--- src/design/hsvrgb_pkg.sv ---
`default_nettype none

package hsvrgb_pkg;

    localparam int NUM_STAGES = 5;

    typedef logic [NUM_STAGES-1:0] t_stage_vec;
    typedef logic [2:0]            t_sector;
    typedef logic [7:0]            t_ftab [256];

    // hue sectors in the usual order
    localparam t_sector SEC_RED     = 3'd0;
    localparam t_sector SEC_YELLOW  = 3'd1;
    localparam t_sector SEC_GREEN   = 3'd2;
    localparam t_sector SEC_CYAN    = 3'd3;
    localparam t_sector SEC_BLUE    = 3'd4;
    localparam t_sector SEC_MAGENTA = 3'd5;

    localparam logic [7:0] START_YELLOW  = 8'd43;
    localparam logic [7:0] START_GREEN   = 8'd86;
    localparam logic [7:0] START_CYAN    = 8'd128;
    localparam logic [7:0] START_BLUE    = 8'd171;
    localparam logic [7:0] START_MAGENTA = 8'd214;

    localparam int SIZE_LONG  = 42;
    localparam int SIZE_SHORT = 41;

    function automatic t_sector sector_of(input logic [7:0] h);
        t_sector k;
        k = SEC_RED;
        if (h >= START_YELLOW)  k = SEC_YELLOW;
        if (h >= START_GREEN)   k = SEC_GREEN;
        if (h >= START_CYAN)    k = SEC_CYAN;
        if (h >= START_BLUE)    k = SEC_BLUE;
        if (h >= START_MAGENTA) k = SEC_MAGENTA;
        return k;
    endfunction

    function automatic logic [7:0] sector_start(input t_sector k);
        logic [7:0] s;
        unique case (k)
            SEC_YELLOW:  s = START_YELLOW;
            SEC_GREEN:   s = START_GREEN;
            SEC_CYAN:    s = START_CYAN;
            SEC_BLUE:    s = START_BLUE;
            SEC_MAGENTA: s = START_MAGENTA;
            default:     s = 8'd0;
        endcase
        return s;
    endfunction

    // fraction within the sector for every hue, built at elaboration
    function automatic t_ftab build_f_table();
        t_ftab   tab;
        t_sector k;
        int      d;
        for (int i = 0; i < 256; i++) begin
            k = sector_of(8'(i));
            d = i - int'(sector_start(k));
            if (k == SEC_GREEN || k == SEC_MAGENTA) begin
                tab[i] = 8'((d * 255) / SIZE_SHORT);
            end else begin
                tab[i] = 8'((d * 255) / SIZE_LONG);
            end
        end
        return tab;
    endfunction

    localparam t_ftab F_TABLE = build_f_table();

    // exact floor(x / 255) for any x up to 255 * 255
    function automatic logic [7:0] div255(input logic [15:0] x);
        logic [16:0] sum;
        sum = {1'b0, x} + 17'(x[15:8]) + 17'd1;
        return sum[15:8];
    endfunction

endpackage

`default_nettype wire

--- src/design/hsvrgb_if.sv ---
`default_nettype none

interface hsvrgb_hsv_if;
    logic       valid;
    logic       ready;
    logic [7:0] hue;
    logic [7:0] saturation;
    logic [7:0] brightness;

    modport source (output valid, output hue, output saturation, output brightness,
                    input ready);
    modport sink (input valid, input hue, input saturation, input brightness,
                  output ready);
endinterface

interface hsvrgb_rgb_if;
    logic       valid;
    logic       ready;
    logic [7:0] red;
    logic [7:0] green;
    logic [7:0] blue;

    modport source (output valid, output red, output green, output blue, input ready);
    modport sink (input valid, input red, input green, input blue, output ready);
endinterface

`default_nettype wire

--- src/design/hsv_to_rgb_8bit.sv ---
// an accepted request moves through the five-stage multiply pipeline to its result on o_rgb
// throughput: one request per cycle while the output is not stalled
// a stalled output fills empty stages first; input stalls only when all stages hold data
// reset (synchronous, active low) clears every stage valid bit; data registers are not reset
`default_nettype none

module hsv_to_rgb_8bit import hsvrgb_pkg::*; (
    input  logic          i_clk,
    input  logic          i_rst_n,
    hsvrgb_hsv_if.sink    i_hsv,
    hsvrgb_rgb_if.source  o_rgb
);

    logic [NUM_STAGES-1:0] r_vld;
    logic [NUM_STAGES-1:0] n_vld;
    t_stage_vec            stage_en;

    // a stage loads when it is empty or its contents move on
    always_comb begin
        stage_en[NUM_STAGES-1] = !r_vld[NUM_STAGES-1] || o_rgb.ready;
        for (int i = NUM_STAGES - 2; i >= 0; i--) begin
            stage_en[i] = !r_vld[i] || stage_en[i+1];
        end
        n_vld[0] = stage_en[0] ? i_hsv.valid : r_vld[0];
        for (int i = 1; i < NUM_STAGES; i++) begin
            n_vld[i] = stage_en[i] ? r_vld[i-1] : r_vld[i];
        end
    end

    always_ff @(posedge i_clk) begin
        if (!i_rst_n) begin
            r_vld <= '0;
        end else begin
            r_vld <= n_vld;
        end
    end

    hsvrgb_datapath u_datapath (
        .i_clk        (i_clk),
        .i_en         (stage_en),
        .i_hue        (i_hsv.hue),
        .i_saturation (i_hsv.saturation),
        .i_brightness (i_hsv.brightness),
        .o_red        (o_rgb.red),
        .o_green      (o_rgb.green),
        .o_blue       (o_rgb.blue)
    );

    assign i_hsv.ready = stage_en[0];
    assign o_rgb.valid = r_vld[NUM_STAGES-1];

endmodule

`default_nettype wire

--- src/design/hsvrgb_datapath.sv ---
`default_nettype none

module hsvrgb_datapath import hsvrgb_pkg::*; (
    input  logic       i_clk,
    input  t_stage_vec i_en,
    input  logic [7:0] i_hue,
    input  logic [7:0] i_saturation,
    input  logic [7:0] i_brightness,
    output logic [7:0] o_red,
    output logic [7:0] o_green,
    output logic [7:0] o_blue
);

    // stage 1: sector and fraction
    t_sector     r1_k;
    logic [7:0]  r1_f;
    logic [7:0]  r1_s;
    logic [7:0]  r1_v;
    // stage 2: first products
    t_sector     r2_k;
    logic [7:0]  r2_v;
    logic [15:0] r2_sf;
    logic [15:0] r2_snf;
    logic [15:0] r2_pm;
    // stage 3: scaled amounts and p
    t_sector     r3_k;
    logic [7:0]  r3_v;
    logic [7:0]  r3_a_q;
    logic [7:0]  r3_a_t;
    logic [7:0]  r3_p;
    // stage 4: second products
    t_sector     r4_k;
    logic [7:0]  r4_v;
    logic [7:0]  r4_p;
    logic [15:0] r4_qm;
    logic [15:0] r4_tm;
    // stage 5: routed channels
    logic [7:0]  r5_red;
    logic [7:0]  r5_green;
    logic [7:0]  r5_blue;

    logic [7:0]  n_red;
    logic [7:0]  n_green;
    logic [7:0]  n_blue;
    logic [7:0]  q;
    logic [7:0]  t;

    always_ff @(posedge i_clk) begin
        if (i_en[0]) begin
            r1_k <= sector_of(i_hue);
            r1_f <= F_TABLE[i_hue];
            r1_s <= i_saturation;
            r1_v <= i_brightness;
        end
        if (i_en[1]) begin
            r2_k   <= r1_k;
            r2_v   <= r1_v;
            r2_sf  <= 16'(r1_s) * 16'(r1_f);
            r2_snf <= 16'(r1_s) * 16'(8'd255 - r1_f);
            r2_pm  <= 16'(r1_v) * 16'(8'd255 - r1_s);
        end
        if (i_en[2]) begin
            r3_k   <= r2_k;
            r3_v   <= r2_v;
            r3_a_q <= div255(r2_sf);
            r3_a_t <= div255(r2_snf);
            r3_p   <= div255(r2_pm);
        end
        if (i_en[3]) begin
            r4_k  <= r3_k;
            r4_v  <= r3_v;
            r4_p  <= r3_p;
            r4_qm <= 16'(r3_v) * 16'(8'd255 - r3_a_q);
            r4_tm <= 16'(r3_v) * 16'(8'd255 - r3_a_t);
        end
        if (i_en[4]) begin
            r5_red   <= n_red;
            r5_green <= n_green;
            r5_blue  <= n_blue;
        end
    end

    always_comb begin
        q = div255(r4_qm);
        t = div255(r4_tm);
        unique case (r4_k)
            SEC_RED: begin
                n_red = r4_v; n_green = t;    n_blue = r4_p;
            end
            SEC_YELLOW: begin
                n_red = q;    n_green = r4_v; n_blue = r4_p;
            end
            SEC_GREEN: begin
                n_red = r4_p; n_green = r4_v; n_blue = t;
            end
            SEC_CYAN: begin
                n_red = r4_p; n_green = q;    n_blue = r4_v;
            end
            SEC_BLUE: begin
                n_red = t;    n_green = r4_p; n_blue = r4_v;
            end
            default: begin
                n_red = r4_v; n_green = r4_p; n_blue = q;
            end
        endcase
    end

    assign o_red   = r5_red;
    assign o_green = r5_green;
    assign o_blue  = r5_blue;

endmodule

`default_nettype wire

--- src/flat_wrapper.sv ---
// flat-port wrapper written by rule: the top's interface ports become plain ports
module hsv_to_rgb_8bit_flat import hsvrgb_pkg::*;
  (i_clk, i_rst_n, i_hsv_valid, i_hsv_hue, i_hsv_saturation, i_hsv_brightness, i_hsv_ready, o_rgb_valid, o_rgb_red, o_rgb_green, o_rgb_blue, o_rgb_ready);
  hsvrgb_hsv_if i_hsv_i ();
  hsvrgb_rgb_if o_rgb_i ();
  input  logic i_clk;
  input  logic i_rst_n;
  input wire logic [$bits(i_hsv_i.valid)-1:0] i_hsv_valid;
  input wire logic [$bits(i_hsv_i.hue)-1:0] i_hsv_hue;
  input wire logic [$bits(i_hsv_i.saturation)-1:0] i_hsv_saturation;
  input wire logic [$bits(i_hsv_i.brightness)-1:0] i_hsv_brightness;
  output wire logic [$bits(i_hsv_i.ready)-1:0] i_hsv_ready;
  output wire logic [$bits(o_rgb_i.valid)-1:0] o_rgb_valid;
  output wire logic [$bits(o_rgb_i.red)-1:0] o_rgb_red;
  output wire logic [$bits(o_rgb_i.green)-1:0] o_rgb_green;
  output wire logic [$bits(o_rgb_i.blue)-1:0] o_rgb_blue;
  input wire logic [$bits(o_rgb_i.ready)-1:0] o_rgb_ready;
  assign i_hsv_i.valid = i_hsv_valid;
  assign i_hsv_i.hue = i_hsv_hue;
  assign i_hsv_i.saturation = i_hsv_saturation;
  assign i_hsv_i.brightness = i_hsv_brightness;
  assign i_hsv_ready = i_hsv_i.ready;
  assign o_rgb_valid = o_rgb_i.valid;
  assign o_rgb_red = o_rgb_i.red;
  assign o_rgb_green = o_rgb_i.green;
  assign o_rgb_blue = o_rgb_i.blue;
  assign o_rgb_i.ready = o_rgb_ready;
  hsv_to_rgb_8bit u_core (.i_clk(i_clk), .i_rst_n(i_rst_n), .i_hsv(i_hsv_i), .o_rgb(o_rgb_i));
endmodule
--- config.mk ---
export PLATFORM = sky130hd
export DESIGN_NAME = hsv_to_rgb_8bit_flat
export DESIGN_NICKNAME = d
export VERILOG_FILES = /design/src/design/hsvrgb_pkg.sv /design/src/design/hsvrgb_if.sv /design/src/design/hsv_to_rgb_8bit.sv /design/src/design/hsvrgb_datapath.sv /design/src/flat_wrapper.sv
export SDC_FILE = /design/constraint.sdc
export NUM_CORES = 1
export LEC_CHECK = 0
export ABC_AREA = 1
export BUFFER_PORTS_ARGS = -buffer_cell sky130_fd_sc_hd__buf_4
export CAP_MARGIN = 20
export CORE_UTILIZATION = 65
export CTS_CLUSTER_SIZE = 24
export DETAILED_ROUTE_END_ITERATION = 10
export HOLD_SLACK_MARGIN = 0.05
export PLACE_DENSITY = 0.89
export SKIP_LAST_GASP = 1
export SYNTH_ARGS = -nofsm -noshare
export SYNTH_HDL_FRONTEND = slang
export SYNTH_SLANG_ARGS = --single-unit
--- constraint.sdc ---
create_clock -name i_clk -period 17.95 [get_ports i_clk]
set_clock_uncertainty 0.15 [all_clocks]
set_input_delay 3.59 -clock i_clk [delete_from_list [all_inputs] [get_ports i_clk]]
set_output_delay 3.59 -clock i_clk [all_outputs]
set_load 0.01 [all_outputs]
==> impl_metrics.ini <==
[timing]
setup_tns_ns = 0
max-slew-margin-rel_pct = 30.2
maxSlewViolCount = 0
setup_viol = 0
fin_crit_sh_pct = 55.9
rsz0062_at_grt = false
worst_pin_slew_ns = 1.05
finalCriticalPeriod_ns = 10.03
timing.fmax_mhz = 99.7
final-hold-violation-count = 0
hold_ws_ns = 0.264

[clock_network]
postCtsSetupBuffers = 0
ctsResizeCount = 0
clockBufferDepth = 3
cts_hold_buf = 0
clkTransAtPathRegs_ns = 0.06
clk_latency_ns = 0.54
cts_made_buffers = 23
htreeDepth = 1
clock-sinks = 201
tritoncts = done
root_buffer = clkbuf_16

[critical_path]
critPathRequiredTime_ns = 14.21
crit_slowest_cell = inv_2
critical_path_class = in2out
cp_cell_sequence = buf_4 -> nor2_1 -> inv_1 -> nor2_1 -> inv_2 -> nor2_1 -> inv_1 -> nor2_1 -> nand2_1 -> buf_4 -> buf_4
reg2regPathDepth = 15
r2r_end = u_core.u_datapath.r2_snf[13]
crit_family = buffers and inverters
crit_arrival_ns = 6.29
cp_common_cell = nor2_1
path_max_fanout = 53
critical_path_buf_inv_count = 6
r2r_slack_ns = 12.69
startpoint_type = primary input
r2r_start = u_core.u_datapath.r1_s[4]
end_kind = output port
cpPeakStageDelay_ns = 0.78

[place]
dpl.hpwl_um = 37200
gp_congestion = 0.950
placedCellCount = 2863
portBuffers = 53

[hold_path]
hold_path_class = reg2reg
holdPathStages = 0
min_to = u_core.u_datapath.r3_v[4]
hp-start = u_core.u_datapath.r2_v[4]

[synth]
synth_seq_area_share_pct = 29.0
synth.distinct_cells = 48
synth_area_leader_cell = edfxtp_1
syn-num-nets = 2912
synthCells = 2463
ys_warn_count = 0
synth.area.top_cells = edfxtp_1 (29%), fa_1 (18%), ha_1 (14%)
async_reset_ff_share_pct = 0
synth-edff-count = 196
netlist_area_um2 = 20600
synth_top_area_share_pct = 28.5
yosysMostFrequentCell = inv_1
ys.flop_type = edfxtp_1
syn-mean-instance-area_um2 = 8.38
synth_seq_cells = 201
synthTopCellsByCount = inv_1 (543), nand2_1 (500), nor2_1 (280)

[die]
rows = 64
start_util_pct = 66.8
core_um2 = 30900
die_area_um2 = 32500
io_pins = 54
dieHeight_um = 180
die_w_um = 180

[route]
drc = 0
drt_iter0_drc = 1341
post_drt_wl_per_cell_um = 16.3
antenna_left = 0
drt-pass1-iter-count = 6
num_vias = 16600
routed_wl_um = 47300
via_per_inst = 5.71

[cells_and_area]
fill_cells = 2192
syn_to_final_growth_pct = 6.97
final_nets = 2941
instances_no_fill = 2905
layout-drive-gt1-share_pct = 4.58
num_antenna_cells = 0

[global_routing]
grt_overflow = 0
grt_pass1_vias = 17200
grt_pass1_wl_um = 79800
grt_max_degree = 54
grt_use_total_pct = 30.0
grt_antenna_before_repair = 0

[flow_run]
maxCapViolCount = 0

[outcome]
outcome = finished clean
==> sequential cells by signal, indices dropped and copies added (netlist names), 16 cells and up <==
| name | flops |
|---|---|
| u_core.u_datapath.r2_snf | 16 |
| u_core.u_datapath.r2_sf | 16 |
| u_core.u_datapath.r2_pm | 16 |
| u_core.u_datapath.r4_tm | 16 |
| u_core.u_datapath.r4_qm | 16 |
==> metrics by stage <==
stage               utilization [%]  cell area (um^2)  worst slack (ns)
global placement               69.0             21300              8.08
detailed placement             69.0             21300              7.93
floorplan                         -             20600              7.22
finish                         71.4             22100              7.92
global route                   71.4             22100              7.71
CTS                            71.4             22100              7.87
==> area by class of cell <==
class	instances	area, um^2	area share [%]
repair buffers	56	433	1.96
multi-input cells	1658	12300	55.9
clock inverters	14	149	0.674
inverters	552	2070	9.40
well taps	396	495	2.24
clock buffers	28	594	2.69
flip-flops and latches	201	5990	27.1
==> logic make-up (layout without fill, tap and decap cells) <==
logic type	Yosys count	in the layout	synth area share [%]
compound gates	226	226	6.17
fa+ha+maj	421	421	32.2
buf+inv	604	650	11.2
simple gates	951	951	18.9
flops	201	201	29.0
xor+xnor	60	60	2.55
==> worst max path at each step <==
stage                start           to  slack [ns]  cells after the start
5_1_grt        o_rgb_ready  i_hsv_ready        7.71                     11
6_report       o_rgb_ready  i_hsv_ready        7.92                     11
3_3_place_gp   o_rgb_ready  i_hsv_ready        8.08                     11
2_1_floorplan  o_rgb_ready  i_hsv_ready        7.22                      8
3_5_place_dp   o_rgb_ready  i_hsv_ready        7.93                     11
4_1_cts        o_rgb_ready  i_hsv_ready        7.87                     11
==> worst reg2reg max path: stages (launching register included) <==
cell,delay [ns]
edfxtp_1,0.95
inv_1,0.36
or2_2,0.38
fa_1,0.49
fa_1,0.54
inv_1,0.05
fa_1,0.47
inv_1,0.05
fa_1,0.47
inv_1,0.04
ha_1,0.33
a21oi_1,0.19
o21ai_0,0.16
nand2_1,0.09
o2111ai_1,0.12
xor2_1,0.17
==> per-layer routing <==
| metal | track usage, % | up-vias | share of wire, % |
|---|---|---|---|
| met1 | 36.0 | 7883 | 39 |
| met2 | 53.7 | 732 | 50 |
| li1 | - | 7776 | - |
| met4 | 14.8 | 0 | 5.2 |
| met3 | 3.31 | 184 | 6.4 |
| met5 | 0 | - | 0 |
==> cells in the final DEF, fill, tap and decap left out, types with 16 or more instances in the layout <==
master     Yosys  layout
a21oi_1      114     114
buf_4          2      55
clkbuf_16      0      23
edfxtp_1     196     196
fa_1         184     184
ha_1         237     237
inv_1        543     541
nand2_1      500     500
nand3_1      100     100
nand4_1       30      30
nor2_1       280     280
o21ai_0       59      59
xnor2_1       16      16
xor2_1        44      44
Power is not shown: default switching activity piles up to over one toggle a cycle in this logic, so the estimate is an artifact.
